[src/rtl/crlf_line_command_decoder_unit_assert.svh]
// Assertion macros for the CR-LF line command decoder.
`ifndef CRLF_LINE_COMMAND_DECODER_UNIT_ASSERT_SVH
`define CRLF_LINE_COMMAND_DECODER_UNIT_ASSERT_SVH

// Same-cycle implication, clocked on clk, off while rst_n is low.
`define CRLFCMD_ASSERT_NOW(lbl, ante, cons, msg) \
  lbl: assert property (@(posedge clk) disable iff (!rst_n) (ante) |-> (cons)) \
    else $error(msg);

// Next-cycle implication, clocked on clk, off while rst_n is low.
`define CRLFCMD_ASSERT_NEXT(lbl, ante, cons, msg) \
  lbl: assert property (@(posedge clk) disable iff (!rst_n) (ante) |=> (cons)) \
    else $error(msg);

`endif

[src/rtl/crlfcmd_pkg.sv]
// Shared constants, types and keyword tables for the CR-LF line command decoder.
`timescale 1ns / 1ps

package crlfcmd_pkg;

  localparam int LINE_CAPACITY = 512;
  localparam int CNT_W         = $clog2(LINE_CAPACITY);
  localparam int HEAD_DEPTH    = 13;
  localparam int KW_LEN_W      = $clog2(HEAD_DEPTH + 1);

  localparam logic [7:0] CHR_CR = 8'h0d;
  localparam logic [7:0] CHR_LF = 8'h0a;

  // element 0 is the first byte of the line
  typedef logic [0:HEAD_DEPTH-1][7:0] head_t;
  typedef logic [CNT_W-1:0]           count_t;
  typedef logic [KW_LEN_W-1:0]        kw_len_t;

  // keywords, left aligned in a head-sized word
  localparam head_t KW_AT24HISTORY   = {"at24history", 16'h0};
  localparam head_t KW_STINW25       = {"stinw25", 48'h0};
  localparam head_t KW_W25HISTORY    = {"w25history", 24'h0};
  localparam head_t KW_SHOWPAGE2     = {"showpage2", 32'h0};
  localparam head_t KW_SHOWDATA      = {"showdata", 40'h0};
  localparam head_t KW_OPENFLOWLED   = {"openflowled", 16'h0};
  localparam head_t KW_CLOSEFLOWLED  = {"closeflowled", 8'h0};
  localparam head_t KW_OPENFLOWBEEP  = {"openflowbeep", 8'h0};
  localparam head_t KW_CLOSEFLOWBEEP = {"closeflowbeep"};
  localparam head_t KW_OPENFLOWFAN   = {"openflowfan", 16'h0};
  localparam head_t KW_CLOSEFLOWFAN  = {"closeflowfan", 8'h0};

  localparam kw_len_t LEN_AT24HISTORY   = kw_len_t'(11);
  localparam kw_len_t LEN_STINW25       = kw_len_t'(7);
  localparam kw_len_t LEN_W25HISTORY    = kw_len_t'(10);
  localparam kw_len_t LEN_SHOWPAGE2     = kw_len_t'(9);
  localparam kw_len_t LEN_SHOWDATA      = kw_len_t'(8);
  localparam kw_len_t LEN_OPENFLOWLED   = kw_len_t'(11);
  localparam kw_len_t LEN_CLOSEFLOWLED  = kw_len_t'(12);
  localparam kw_len_t LEN_OPENFLOWBEEP  = kw_len_t'(12);
  localparam kw_len_t LEN_CLOSEFLOWBEEP = kw_len_t'(13);
  localparam kw_len_t LEN_OPENFLOWFAN   = kw_len_t'(11);
  localparam kw_len_t LEN_CLOSEFLOWFAN  = kw_len_t'(12);

  typedef struct packed {
    logic eeprom_hist;
    logic flash_store;
    logic flash_hist;
    logic page_two;
    logic show_data;
    logic lamp_on;
    logic lamp_off;
    logic buzz_on;
    logic buzz_off;
    logic fan_on;
    logic fan_off;
  } kw_hits_t;

  typedef struct packed {
    logic line_done;
    logic frame_error;
    logic count_wrapped;
    logic ev_eeprom_history;
    logic ev_flash_store;
    logic ev_flash_history;
    logic ev_show_page_two;
    logic ev_show_data;
    logic lamp_level;
    logic buzzer_level;
    logic fan_level;
  } result_t;

  // prefix compare over the first len bytes of the head
  function automatic logic head_match(head_t head, head_t kw, kw_len_t len);
    logic hit;
    hit = 1'b1;
    for (int i = 0; i < HEAD_DEPTH; i++) begin
      if ((kw_len_t'(i) < len) && (head[i] != kw[i])) begin
        hit = 1'b0;
      end
    end
    return hit;
  endfunction

endpackage

[src/rtl/crlfcmd_if.sv]
// Valid/ready channel interfaces for the CR-LF line command decoder.
`timescale 1ns / 1ps

interface crlfcmd_in_if;
  logic       valid;
  logic       ready;
  logic [7:0] rx_byte;

  modport source (output valid, output rx_byte, input ready);
  modport sink   (input valid, input rx_byte, output ready);
endinterface

interface crlfcmd_out_if;
  logic valid;
  logic ready;
  logic line_done;
  logic frame_error;
  logic count_wrapped;
  logic ev_eeprom_history;
  logic ev_flash_store;
  logic ev_flash_history;
  logic ev_show_page_two;
  logic ev_show_data;
  logic lamp_level;
  logic buzzer_level;
  logic fan_level;

  modport source (
    output valid, input ready,
    output line_done, output frame_error, output count_wrapped,
    output ev_eeprom_history, output ev_flash_store, output ev_flash_history,
    output ev_show_page_two, output ev_show_data,
    output lamp_level, output buzzer_level, output fan_level
  );
  modport sink (
    input valid, output ready,
    input line_done, input frame_error, input count_wrapped,
    input ev_eeprom_history, input ev_flash_store, input ev_flash_history,
    input ev_show_page_two, input ev_show_data,
    input lamp_level, input buzzer_level, input fan_level
  );
endinterface

[src/rtl/crlfcmd_match.sv]
// Keyword prefix matcher over the stored line head.
`timescale 1ns / 1ps

module crlfcmd_match (
  input  crlfcmd_pkg::head_t    head_i,
  output crlfcmd_pkg::kw_hits_t hits_o
);
  import crlfcmd_pkg::*;

  assign hits_o.eeprom_hist = head_match(head_i, KW_AT24HISTORY,   LEN_AT24HISTORY);
  assign hits_o.flash_store = head_match(head_i, KW_STINW25,       LEN_STINW25);
  assign hits_o.flash_hist  = head_match(head_i, KW_W25HISTORY,    LEN_W25HISTORY);
  assign hits_o.page_two    = head_match(head_i, KW_SHOWPAGE2,     LEN_SHOWPAGE2);
  assign hits_o.show_data   = head_match(head_i, KW_SHOWDATA,      LEN_SHOWDATA);
  assign hits_o.lamp_on     = head_match(head_i, KW_OPENFLOWLED,   LEN_OPENFLOWLED);
  assign hits_o.lamp_off    = head_match(head_i, KW_CLOSEFLOWLED,  LEN_CLOSEFLOWLED);
  assign hits_o.buzz_on     = head_match(head_i, KW_OPENFLOWBEEP,  LEN_OPENFLOWBEEP);
  assign hits_o.buzz_off    = head_match(head_i, KW_CLOSEFLOWBEEP, LEN_CLOSEFLOWBEEP);
  assign hits_o.fan_on      = head_match(head_i, KW_OPENFLOWFAN,   LEN_OPENFLOWFAN);
  assign hits_o.fan_off     = head_match(head_i, KW_CLOSEFLOWFAN,  LEN_CLOSEFLOWFAN);

endmodule

[src/rtl/crlf_line_command_decoder_unit.sv]
// CR-LF line command decoder: takes one received byte per beat and gives one
// status beat per byte. Ordinary bytes are counted and the first 13 of a line
// kept; the count wraps to zero at 512. CR then LF ends a line and the kept head
// is prefix-matched against eleven command keywords, raising one-beat events or
// setting the lamp, buzzer and fan levels, and the head is cleared. CR followed
// by anything else drops that byte and flags a framing error. A byte can be
// taken every cycle while results drain. A byte is held in the input register
// and its status beat is then presented from the result register. A stalled
// result holds the input register, and the input stalls once both registers
// are full.
`timescale 1ns / 1ps
`include "crlf_line_command_decoder_unit_assert.svh"

module crlf_line_command_decoder_unit (
  input logic          clk,
  input logic          rst_n,
  crlfcmd_in_if.sink   in_ch,
  crlfcmd_out_if.source out_ch
);
  import crlfcmd_pkg::*;

  // input register
  logic       s1_valid_r;
  logic [7:0] s1_byte_r;
  logic       s1_fire;

  // line state
  logic   cr_seen_r, cr_seen_nxt;
  count_t count_r, count_nxt;
  head_t  head_r, head_nxt;
  logic   lamp_r, lamp_nxt;
  logic   buzz_r, buzz_nxt;
  logic   fan_r, fan_nxt;

  logic [CNT_W:0] count_inc;
  kw_hits_t       hits;

  // result register
  logic    out_valid_r;
  result_t res_nxt;
  result_t out_res_r;

  assign s1_fire     = s1_valid_r && (!out_valid_r || out_ch.ready);
  assign in_ch.ready = !s1_valid_r || s1_fire;

  crlfcmd_match u_match (
    .head_i (head_r),
    .hits_o (hits)
  );

  always_comb begin
    cr_seen_nxt = cr_seen_r;
    count_nxt   = count_r;
    head_nxt    = head_r;
    lamp_nxt    = lamp_r;
    buzz_nxt    = buzz_r;
    fan_nxt     = fan_r;
    res_nxt     = '0;
    count_inc   = {1'b0, count_r} + (CNT_W + 1)'(1);

    if (cr_seen_r) begin
      cr_seen_nxt = 1'b0;
      count_nxt   = '0;
      if (s1_byte_r != CHR_LF) begin
        res_nxt.frame_error = 1'b1;
      end else begin
        res_nxt.line_done         = 1'b1;
        res_nxt.ev_eeprom_history = hits.eeprom_hist;
        res_nxt.ev_flash_store    = hits.flash_store;
        res_nxt.ev_flash_history  = hits.flash_hist;
        res_nxt.ev_show_page_two  = hits.page_two;
        res_nxt.ev_show_data      = hits.show_data;
        if (hits.lamp_on)  lamp_nxt = 1'b1;
        if (hits.lamp_off) lamp_nxt = 1'b0;
        if (hits.buzz_on)  buzz_nxt = 1'b1;
        if (hits.buzz_off) buzz_nxt = 1'b0;
        if (hits.fan_on)   fan_nxt  = 1'b1;
        if (hits.fan_off)  fan_nxt  = 1'b0;
        head_nxt = '0;
      end
    end else if (s1_byte_r == CHR_CR) begin
      cr_seen_nxt = 1'b1;
    end else begin
      // positions past the head are counted only
      for (int i = 0; i < HEAD_DEPTH; i++) begin
        if (count_r == CNT_W'(i)) begin
          head_nxt[i] = s1_byte_r;
        end
      end
      if (count_inc >= (CNT_W + 1)'(LINE_CAPACITY)) begin
        count_nxt             = '0;
        res_nxt.count_wrapped = 1'b1;
      end else begin
        count_nxt = count_inc[CNT_W-1:0];
      end
    end

    res_nxt.lamp_level   = lamp_nxt;
    res_nxt.buzzer_level = buzz_nxt;
    res_nxt.fan_level    = fan_nxt;
  end

  always_ff @(posedge clk) begin
    if (!rst_n) begin
      s1_valid_r  <= 1'b0;
      out_valid_r <= 1'b0;
      cr_seen_r   <= 1'b0;
      count_r     <= '0;
      head_r      <= '0;
      lamp_r      <= 1'b0;
      buzz_r      <= 1'b0;
      fan_r       <= 1'b0;
    end else begin
      if (in_ch.ready) begin
        s1_valid_r <= in_ch.valid;
      end
      if (s1_fire) begin
        out_valid_r <= 1'b1;
        cr_seen_r   <= cr_seen_nxt;
        count_r     <= count_nxt;
        head_r      <= head_nxt;
        lamp_r      <= lamp_nxt;
        buzz_r      <= buzz_nxt;
        fan_r       <= fan_nxt;
      end else if (out_ch.ready) begin
        out_valid_r <= 1'b0;
      end
    end
  end

  always_ff @(posedge clk) begin
    if (in_ch.ready && in_ch.valid) begin
      s1_byte_r <= in_ch.rx_byte;
    end
    if (s1_fire) begin
      out_res_r <= res_nxt;
    end
  end

  assign out_ch.valid             = out_valid_r;
  assign out_ch.line_done         = out_res_r.line_done;
  assign out_ch.frame_error       = out_res_r.frame_error;
  assign out_ch.count_wrapped     = out_res_r.count_wrapped;
  assign out_ch.ev_eeprom_history = out_res_r.ev_eeprom_history;
  assign out_ch.ev_flash_store    = out_res_r.ev_flash_store;
  assign out_ch.ev_flash_history  = out_res_r.ev_flash_history;
  assign out_ch.ev_show_page_two  = out_res_r.ev_show_page_two;
  assign out_ch.ev_show_data      = out_res_r.ev_show_data;
  assign out_ch.lamp_level        = out_res_r.lamp_level;
  assign out_ch.buzzer_level      = out_res_r.buzzer_level;
  assign out_ch.fan_level         = out_res_r.fan_level;

  // line end, framing error and wrap never share a beat
  `CRLFCMD_ASSERT_NOW(a_status_exclusive, out_valid_r,
    !(out_res_r.line_done && out_res_r.frame_error) &&
    !(out_res_r.line_done && out_res_r.count_wrapped) &&
    !(out_res_r.frame_error && out_res_r.count_wrapped),
    "status flags overlap")
  `CRLFCMD_ASSERT_NOW(a_events_on_line_end, out_valid_r && !out_res_r.line_done,
    !out_res_r.ev_eeprom_history && !out_res_r.ev_flash_store &&
    !out_res_r.ev_flash_history && !out_res_r.ev_show_page_two &&
    !out_res_r.ev_show_data,
    "command event outside a line end")
  `CRLFCMD_ASSERT_NEXT(a_head_cleared, s1_fire && res_nxt.line_done,
    head_r == '0 && count_r == '0 && !cr_seen_r,
    "line state not cleared after line end")
  `CRLFCMD_ASSERT_NEXT(a_state_held, !s1_fire,
    $stable(cr_seen_r) && $stable(count_r) && $stable(head_r) && $stable(lamp_r),
    "line state moved without a byte")

endmodule

[src/flat_wrapper.sv]
// flat-port wrapper written by rule: the top's interface ports become plain ports
module crlf_line_command_decoder_unit_flat import crlfcmd_pkg::*;
  (clk, rst_n, in_ch_valid, in_ch_rx_byte, in_ch_ready, out_ch_valid, out_ch_ready, out_ch_line_done, out_ch_frame_error, out_ch_count_wrapped, out_ch_ev_eeprom_history, out_ch_ev_flash_store, out_ch_ev_flash_history, out_ch_ev_show_page_two, out_ch_ev_show_data, out_ch_lamp_level, out_ch_buzzer_level, out_ch_fan_level);
  crlfcmd_in_if in_ch_i ();
  crlfcmd_out_if out_ch_i ();
  input logic clk;
  input logic rst_n;
  input wire logic [$bits(in_ch_i.valid)-1:0] in_ch_valid;
  input wire logic [$bits(in_ch_i.rx_byte)-1:0] in_ch_rx_byte;
  output wire logic [$bits(in_ch_i.ready)-1:0] in_ch_ready;
  output wire logic [$bits(out_ch_i.valid)-1:0] out_ch_valid;
  input wire logic [$bits(out_ch_i.ready)-1:0] out_ch_ready;
  output wire logic [$bits(out_ch_i.line_done)-1:0] out_ch_line_done;
  output wire logic [$bits(out_ch_i.frame_error)-1:0] out_ch_frame_error;
  output wire logic [$bits(out_ch_i.count_wrapped)-1:0] out_ch_count_wrapped;
  output wire logic [$bits(out_ch_i.ev_eeprom_history)-1:0] out_ch_ev_eeprom_history;
  output wire logic [$bits(out_ch_i.ev_flash_store)-1:0] out_ch_ev_flash_store;
  output wire logic [$bits(out_ch_i.ev_flash_history)-1:0] out_ch_ev_flash_history;
  output wire logic [$bits(out_ch_i.ev_show_page_two)-1:0] out_ch_ev_show_page_two;
  output wire logic [$bits(out_ch_i.ev_show_data)-1:0] out_ch_ev_show_data;
  output wire logic [$bits(out_ch_i.lamp_level)-1:0] out_ch_lamp_level;
  output wire logic [$bits(out_ch_i.buzzer_level)-1:0] out_ch_buzzer_level;
  output wire logic [$bits(out_ch_i.fan_level)-1:0] out_ch_fan_level;
  assign in_ch_i.valid = in_ch_valid;
  assign in_ch_i.rx_byte = in_ch_rx_byte;
  assign in_ch_ready = in_ch_i.ready;
  assign out_ch_valid = out_ch_i.valid;
  assign out_ch_i.ready = out_ch_ready;
  assign out_ch_line_done = out_ch_i.line_done;
  assign out_ch_frame_error = out_ch_i.frame_error;
  assign out_ch_count_wrapped = out_ch_i.count_wrapped;
  assign out_ch_ev_eeprom_history = out_ch_i.ev_eeprom_history;
  assign out_ch_ev_flash_store = out_ch_i.ev_flash_store;
  assign out_ch_ev_flash_history = out_ch_i.ev_flash_history;
  assign out_ch_ev_show_page_two = out_ch_i.ev_show_page_two;
  assign out_ch_ev_show_data = out_ch_i.ev_show_data;
  assign out_ch_lamp_level = out_ch_i.lamp_level;
  assign out_ch_buzzer_level = out_ch_i.buzzer_level;
  assign out_ch_fan_level = out_ch_i.fan_level;
  crlf_line_command_decoder_unit u_core (.clk(clk), .rst_n(rst_n), .in_ch(in_ch_i), .out_ch(out_ch_i));
endmodule
[config.mk]
export PLATFORM = sky130hd
export DESIGN_NAME = crlf_line_command_decoder_unit_flat
export DESIGN_NICKNAME = d
export VERILOG_FILES = /design/src/rtl/crlfcmd_pkg.sv /design/src/rtl/crlfcmd_if.sv /design/src/rtl/crlfcmd_match.sv /design/src/rtl/crlf_line_command_decoder_unit.sv /design/src/flat_wrapper.sv
export VERILOG_INCLUDE_DIRS = /design/src /design/src/rtl
export SDC_FILE = /design/constraint.sdc
export NUM_CORES = 1
export LEC_CHECK = 0
export BUFFER_PORTS_ARGS = -buffer_cell sky130_fd_sc_hd__clkbuf_2
export CAP_MARGIN = 20
export CELL_PAD_IN_SITES_DETAIL_PLACEMENT = 0
export CELL_PAD_IN_SITES_GLOBAL_PLACEMENT = 1
export CORE_UTILIZATION = 47
export CTS_CLUSTER_SIZE = 16
export DETAILED_ROUTE_END_ITERATION = 10
export GPL_TIMING_DRIVEN = 0
export PLACE_DENSITY = 0.77
export SLEW_MARGIN = 20
export SYNTH_ARGS = -nofsm -noshare
export SYNTH_HDL_FRONTEND = slang
export SYNTH_SLANG_ARGS = --single-unit
[constraint.sdc]
create_clock -name clk -period 5.75 [get_ports clk]
set_input_delay 0.2875 -clock clk [delete_from_list [all_inputs] [get_ports clk]]
set_output_delay 0.2875 -clock clk [all_outputs]
set_load 0.02 [all_outputs]
==> run summary, run 1 <==
PwrDens: 330 nW/um^2
Synth Net Count: 669
synthesized flop and latch total: 138
met2 WL: 8610 um
Worst Path Max Fanout: 6
num rows: 40
TritonCTS buffer count: 17
overall die area: 12,900 um^2
nets: 711
TritonCTS Sinks: 138
Synth area leader: dfxtp_1
area of the core: 12,100 um^2
Max clock buf depth: 2
Mean Syn Cell Area: 8.97 um^2
layout cells sized above 1: 11.0%
final RePlAce weighted congestion: 0.953
WP data required: 5930 ps
commonest cells in the netlist: nand3_1 (124), dfxtp_1 (119), o21ai_0 (96)
Buffers on Ports: 23
hold buffers post-CTS: 0
Hold Fails Final Rpt: 0
Initial Utilization: 48.6%
relative slew slack: 24.3%
synth warn: 0
max cap viols: 0
Area growth syn-to-layout: 16.2%
Clock Skews: 9.04 ps
mapped cell area: 5860 um^2
Post-Route WL: 18,800 um
dominant cell by count in the synthesized netlist: nand3_1
Filler cells: 1,094
crit end category: flip-flop
synth unique cells: 48
Area contributors post-synth: dfxtp_1 (41%), nand3_1 (11%), edfxtp_1 (9.7%)
Met1 Wirelength: 8520 um
outcome: completed
DRT antenna net count: 0
pin count of the biggest net entering global routing: 21
DP Area: 6180 um^2
CTS tree: yes
kind of critical path: flip-flop to flip-flop
type of origin of the critical path: flip-flop
GR Overflow Total: 0
fin util: 56.5%
Fmax achieved: 0.339 GHz
Top Metal Used: met4
Slew Limit Fails: 0
first-pass GRT wire length: 28,900 um
setup repair after global routing missed its margin: false
Finished Layout Cells: 875
Starting DRT DRC Count: 601
setup tns final: 0 ps
placed wire-length estimate: 13,700 um
Synth Flop Type: dfxtp_1
vias in the first global route: 4,955
antenna violations before repair: 0
Die W: 114 um
H-tree Lvls: 4
Syn Inst Count: 653
Fin Hold WS: 33.8 ps
Vias: 5,289
setup repair bufs after CTS: 0
design area: 6810 um^2
CP arrival: 3130 ps
Initial DRT Pass Iterations: 5
clk_lat worst skew: 430 ps
Tot GR Track Use: 30.8%
minimum clock period: 2950 ps
HP Class: input port to flip-flop
ANT cells: 0
Ports: 25
Final Cycle Share: 51.3%
Pleak: 0.00228 uW
Least-Margin Pin Slew: 1130 ps
top cell type's share of synthesized area: 40.7%
final setup fails: 0
Seq/Total Area, Yosys: 50.4%
post-CTS sizing: 0
Post-Place Cells: 844
DR WL met3: 1220 um
Peak VDD IR: 0.234 mV
Via-to-Cell Ratio: 6.04
Clock transition at path regs: 60 ps
asr flop ratio synth: 0%
Root Driver: clkbuf_16
# DRC: 0
WL/cell: 21.4 um
Post-synth EDFFs: 19
DIE HEIGHT: 114 um
==> final timing paths <==
check,start,end,slack (ps),depth (start not counted)
worst min-delay path,in_ch_rx_byte[2],u_core.s1_byte_r[2]$_DFFE_PP_,30,1
worst max register to register,u_core.s1_byte_r[4]$_DFFE_PP_,u_core.out_ch.lamp_level$_DFFE_PP_,2800,6
worst max-delay path,u_core.s1_byte_r[4]$_DFFE_PP_,u_core.out_ch.lamp_level$_DFFE_PP_,2800,6
worst min register to register,u_core.head_r[55]$_SDFFE_PN0P_,u_core.head_r[55]$_SDFFE_PN0P_,460,2
==> placed cells by master (no fill, tap or decap), drive strengths merged, types with 2 or more instances in the layout <==
cell type,count
nor2,31
xor2,7
buf,10
nand2b,4
ha,4
or4,5
mux2i,8
nor3b,6
clkbuf,81
o21ai,96
and4b,4
edfxtp,19
o211a,3
dfxtp,119
nor3,13
nand4,19
clkinv,2
o21a,4
inv,5
nor4b,5
a31o,11
nor2b,14
and3,7
a21oi,5
nand3b,5
nor4,18
clkinvlp,2
and2,2
nand4bb,2
nand4b,11
nor4bb,4
or2,3
or3b,4
nand3,124
bufinv,3
nand2,39
==> area by class of cell <==
class | instances | area [um^2] | share of cell area [%]
Tap cell | 168 | 210 | 3.09
Multi-Input combinational cell | 466 | 2720 | 39.9
Buffer | 43 | 169 | 2.48
Inverter | 6 | 22.5 | 0.331
Clock inverter | 6 | 110 | 1.62
Sequential cell | 138 | 2950 | 43.4
Clock buffer | 25 | 515 | 7.57
Timing Repair Buffer | 23 | 115 | 1.69
==> state kept, by name, indices dropped and copies added, names as in the netlist <==
signal and cells:
u_core.out_ch.ev_eeprom_history 1, u_core.out_ch.valid 1, u_core.out_ch.ev_show_page_two 1, u_core.lamp_r 1, u_core.out_ch.ev_show_data 1, u_core.count_r 9, u_core.out_ch.buzzer_level 1, u_core.s1_valid_r 1
u_core.out_ch.count_wrapped 1, u_core.head_r 104, u_core.out_ch.ev_flash_history 1, u_core.out_ch.lamp_level 1, u_core.fan_r 1, u_core.out_ch.fan_level 1, u_core.s1_byte_r 8, u_core.cr_seen_r 1
u_core.out_ch.frame_error 1, u_core.buzz_r 1, u_core.out_ch.line_done 1, u_core.out_ch.ev_flash_store 1
==> kinds of logic after synthesis <==
family / Yosys count / share of synthesized area (%)
buffers and inverters: 49 / 3.27
and+or+nand+nor: 323 / 31.0
AOI/OAI and AO/OA: 123 / 11.9
muxes: 8 / 1.37
adders and majority gates: 4 / 0.854
DFF: 138 / 50.4
xor gates and xnor gates: 8 / 1.20
==> where the power goes <==
group | total, uW | internal [uW] | switching, uW
combinational | 94.3 | 22.7 | 71.6
sequential | 1000 | 993 | 11.1
clock | 1150 | 748 | 400
total | 2250 | 1760 | 483
==> worst max-delay path: stages (launching register included) <==
cell	delay [ps]
edfxtp_1	380
or4_4	600
nor3_4	370
nand3_1	120
nor4_1	960
nand2_1	110
o21a_1	160
==> layer usage <==
layer	vias to the layer above	global-route usage [%]
li1	2509	-
met1	2562	41.8
met2	187	48.0
met3	31	6.85
met4	0	11.8
met5	-	0
==> stage by stage <==
stage / power, uW / setup slack [ps]
CTS: 2250 / 2820
finish: 2250 / 2800
global placement: 1110 / 2870
detailed placement: 1120 / 2840
global route: 2300 / 2670
floorplan: 1080 / 3400
Power figures use the tool's default switching activity.
==> run 2: changes to the inputs <==
==> constraint.sdc (replaced) <==
create_clock -name clk -period 3 [get_ports clk]
set_input_delay 0.15 -clock clk [delete_from_list [all_inputs] [get_ports clk]]
set_output_delay 0.15 -clock clk [all_outputs]
set_load 0.02 [all_outputs]
==> run 2 against run 1 <==
Clock power increased by 91%. Worst hold slack better by 37 ps. Core utilization increased by 0.80 points. Clock skew shrank 0.71 ps. Global-route usage rose by 0.084 points.
==> run summary, run 2 (synthesized netlist as in run 1, its figures left out) <==
Net Sw Frac: 21.5% (+0.026 points)
Via-to-Cell Ratio: 6.08 (+0.59%)
Slew Limit Fails: 0 (unchanged)
area of the core: 12,100 um^2 (unchanged)
Biggest register: u_core.head_r
layout cells sized above 1: 11.2% (+0.16 points)
Filler cells: 1,084 (-0.91%)
nets: 719 (+1.1%)
CP arrival: 3040 ps (-90 ps)
outcome: completed
GR Overflow Total: 0 (unchanged)
WP data required: 3270 ps (-2660 ps)
Pleak: 0.00232 uW (+1.5%)
vias in the first global route: 4,997 (+0.85%)
Initial DRT Pass Iterations: 6 (+1)
kind of critical path: flip-flop to flip-flop
pin count of the biggest net entering global routing: 21 (unchanged)
Int Pwr: 3390 uW (+92%)
Area growth syn-to-layout: 17.9%
num rows: 40 (unchanged)
setup repair bufs after CTS: 0 (unchanged)
Worst Hold Path Cells: 3 (+2)
overall die area: 12,900 um^2 (unchanged)
setup repair after global routing missed its margin: false
Max clock buf depth: 2 (unchanged)
type of origin of the critical path: flip-flop
H-tree Lvls: 4 (unchanged)
Final Cycle Share: 92.3% (+41 points)
setup tns final: 0 ps (unchanged)
minimum clock period: 2770 ps (-182 ps)
Regs by FF count: u_core.head_r (104), u_core.count_r (9), u_core.s1_byte_r (8)
Die W: 114 um (unchanged)
PwrDens: 625 nW/um^2 (+89%)
worst r2r path cells: 8 (+2)
HP Class: input port to flip-flop
# DRC: 0 (unchanged)
Root Driver: clkbuf_16
placed wire-length estimate: 13,700 um (unchanged)
final RePlAce weighted congestion: 0.953 (unchanged)
Clk network pwr share: 51.0% (about the same)
Psw: 928 uW (+92%)
Ports: 25 (unchanged)
relative slew slack: 43.8% (+19 points)
Clock transition at path regs: 60 ps (about the same)
Hold Fails Final Rpt: 0 (unchanged)
Worst Path Max Fanout: 10 (+4)
Tot GR Track Use: 30.9% (+0.084 points)
Fmax achieved: 0.361 GHz (+6.6%)
Vias: 5,369 (+1.5%)
Clock Skews: 8.33 ps (-0.705 ps)
Peak VDD IR: 0.449 mV (+92%)
most common cell after layout, fill and taps aside: nand3_1
Flop pwr share: 44.6% (about the same)
ANT cells: 0 (unchanged)
Least-Margin Pin Slew: 843 ps (-282 ps)
antenna violations before repair: 0 (unchanged)
Buffers on Ports: 23 (unchanged)
setup slack, reg-to-reg: 230 ps (-2570 ps)
DRT antenna net count: 0 (unchanged)
DIE HEIGHT: 114 um (unchanged)
WL/cell: 21.3 um (-0.84%)
fin util: 57.3% (+0.80 points)
CTS tree: yes
clk_lat worst skew: 420 ps (about the same)
most frequent cells in the layout: nand3_1 (124), dfxtp_1 (119), o21ai_0 (96)
final setup fails: 0 (unchanged)
first-pass GRT wire length: 29,000 um (+0.43%)
Starting DRT DRC Count: 560 (-6.8%)
TritonCTS Sinks: 138 (unchanged)
max cap viols: 0 (unchanged)
crit end category: flip-flop
Initial Utilization: 48.6% (unchanged)
TritonCTS buffer count: 17 (unchanged)
max reg flops: 104 (unchanged)
Post-Route WL: 18,800 um (about the same)
Comb power frac: 4.4% (+0.2 points)
==> run 2: cell count changes in the layout (fill, tap and decap cells not counted), sizes merged <==
cell / before / now
clkinvlp: 2 / 3
dlygate4sd3: 0 / 9
clkinv: 2 / 1
clkbuf: 81 / 80
==> run 2: final cells by class <==
type	instances	area, um^2	share of cell area, %
inverters	6	26.3	0.380
plain buffers	42	165	2.39
clock inverters	6	110	1.59
repair buffers	32	205	2.97
clock buffers	25	515	7.46
flip-flops and latches	138	2950	42.8
multi-input cells	466	2720	39.4
well taps	168	210	3.04
==> run 2: final timing paths <==
check | to | start
setup / recovery | u_core.head_r[62]$_SDFFE_PN0P_ | u_core.s1_byte_r[4]$_DFFE_PP_
setup reg to reg | u_core.head_r[62]$_SDFFE_PN0P_ | u_core.s1_byte_r[4]$_DFFE_PP_
hold reg to reg | u_core.head_r[55]$_SDFFE_PN0P_ | u_core.head_r[55]$_SDFFE_PN0P_
hold / removal | u_core.out_ch.valid$_SDFFE_PN0P_ | out_ch_ready
==> run 2: routing by layer <==
metal	track usage, %	share of wire [%]
met5	0	0
met4	11.8	2.4
met2	48.2	46
met3	6.85	6.0
met1	41.9	45
==> run 2: worst max-delay path, cell delays in order (launching register included) <==
cell and delay, ps:
edfxtp_1 380, or4_4 600, o41ai_1 270, o2bb2ai_1 260
buf_4 240, nand3_1 330, clkbuf_1 300, nand3_1 130
o21ai_0 90
==> run 2: power by group through the flow <==
stage,clock (uW),combinational [uW],sequential (uW)
finish,2200,190,1920
global route,2290,204,1930
CTS,2220,188,1920
detailed placement,0,178,1960
global placement,0,174,1960
floorplan,0,96.5,1970
==> run 2: stage by stage <==
step	total power [uW]	hold WS, ps	setup WS, ps	cells	instance area, um^2
6_report	4320	71.1	230	883	6910
5_1_grt	4420	90.0	79.7	883	6910
4_1_cts	4330	57.0	68.5	884	6900
3_5_place_dp	2140	329	92.3	844	6180
3_3_place_gp	2140	326	124	844	6180
2_1_floorplan	2060	249	649	653	5860
==> run 2: timing repair <==
action | CTS | global route
resized for setup | 0 | 2
endpoints found under the setup margin | 0 | 22
hold endpoints to repair | 9 | 0
hold buffers | 9 | 0
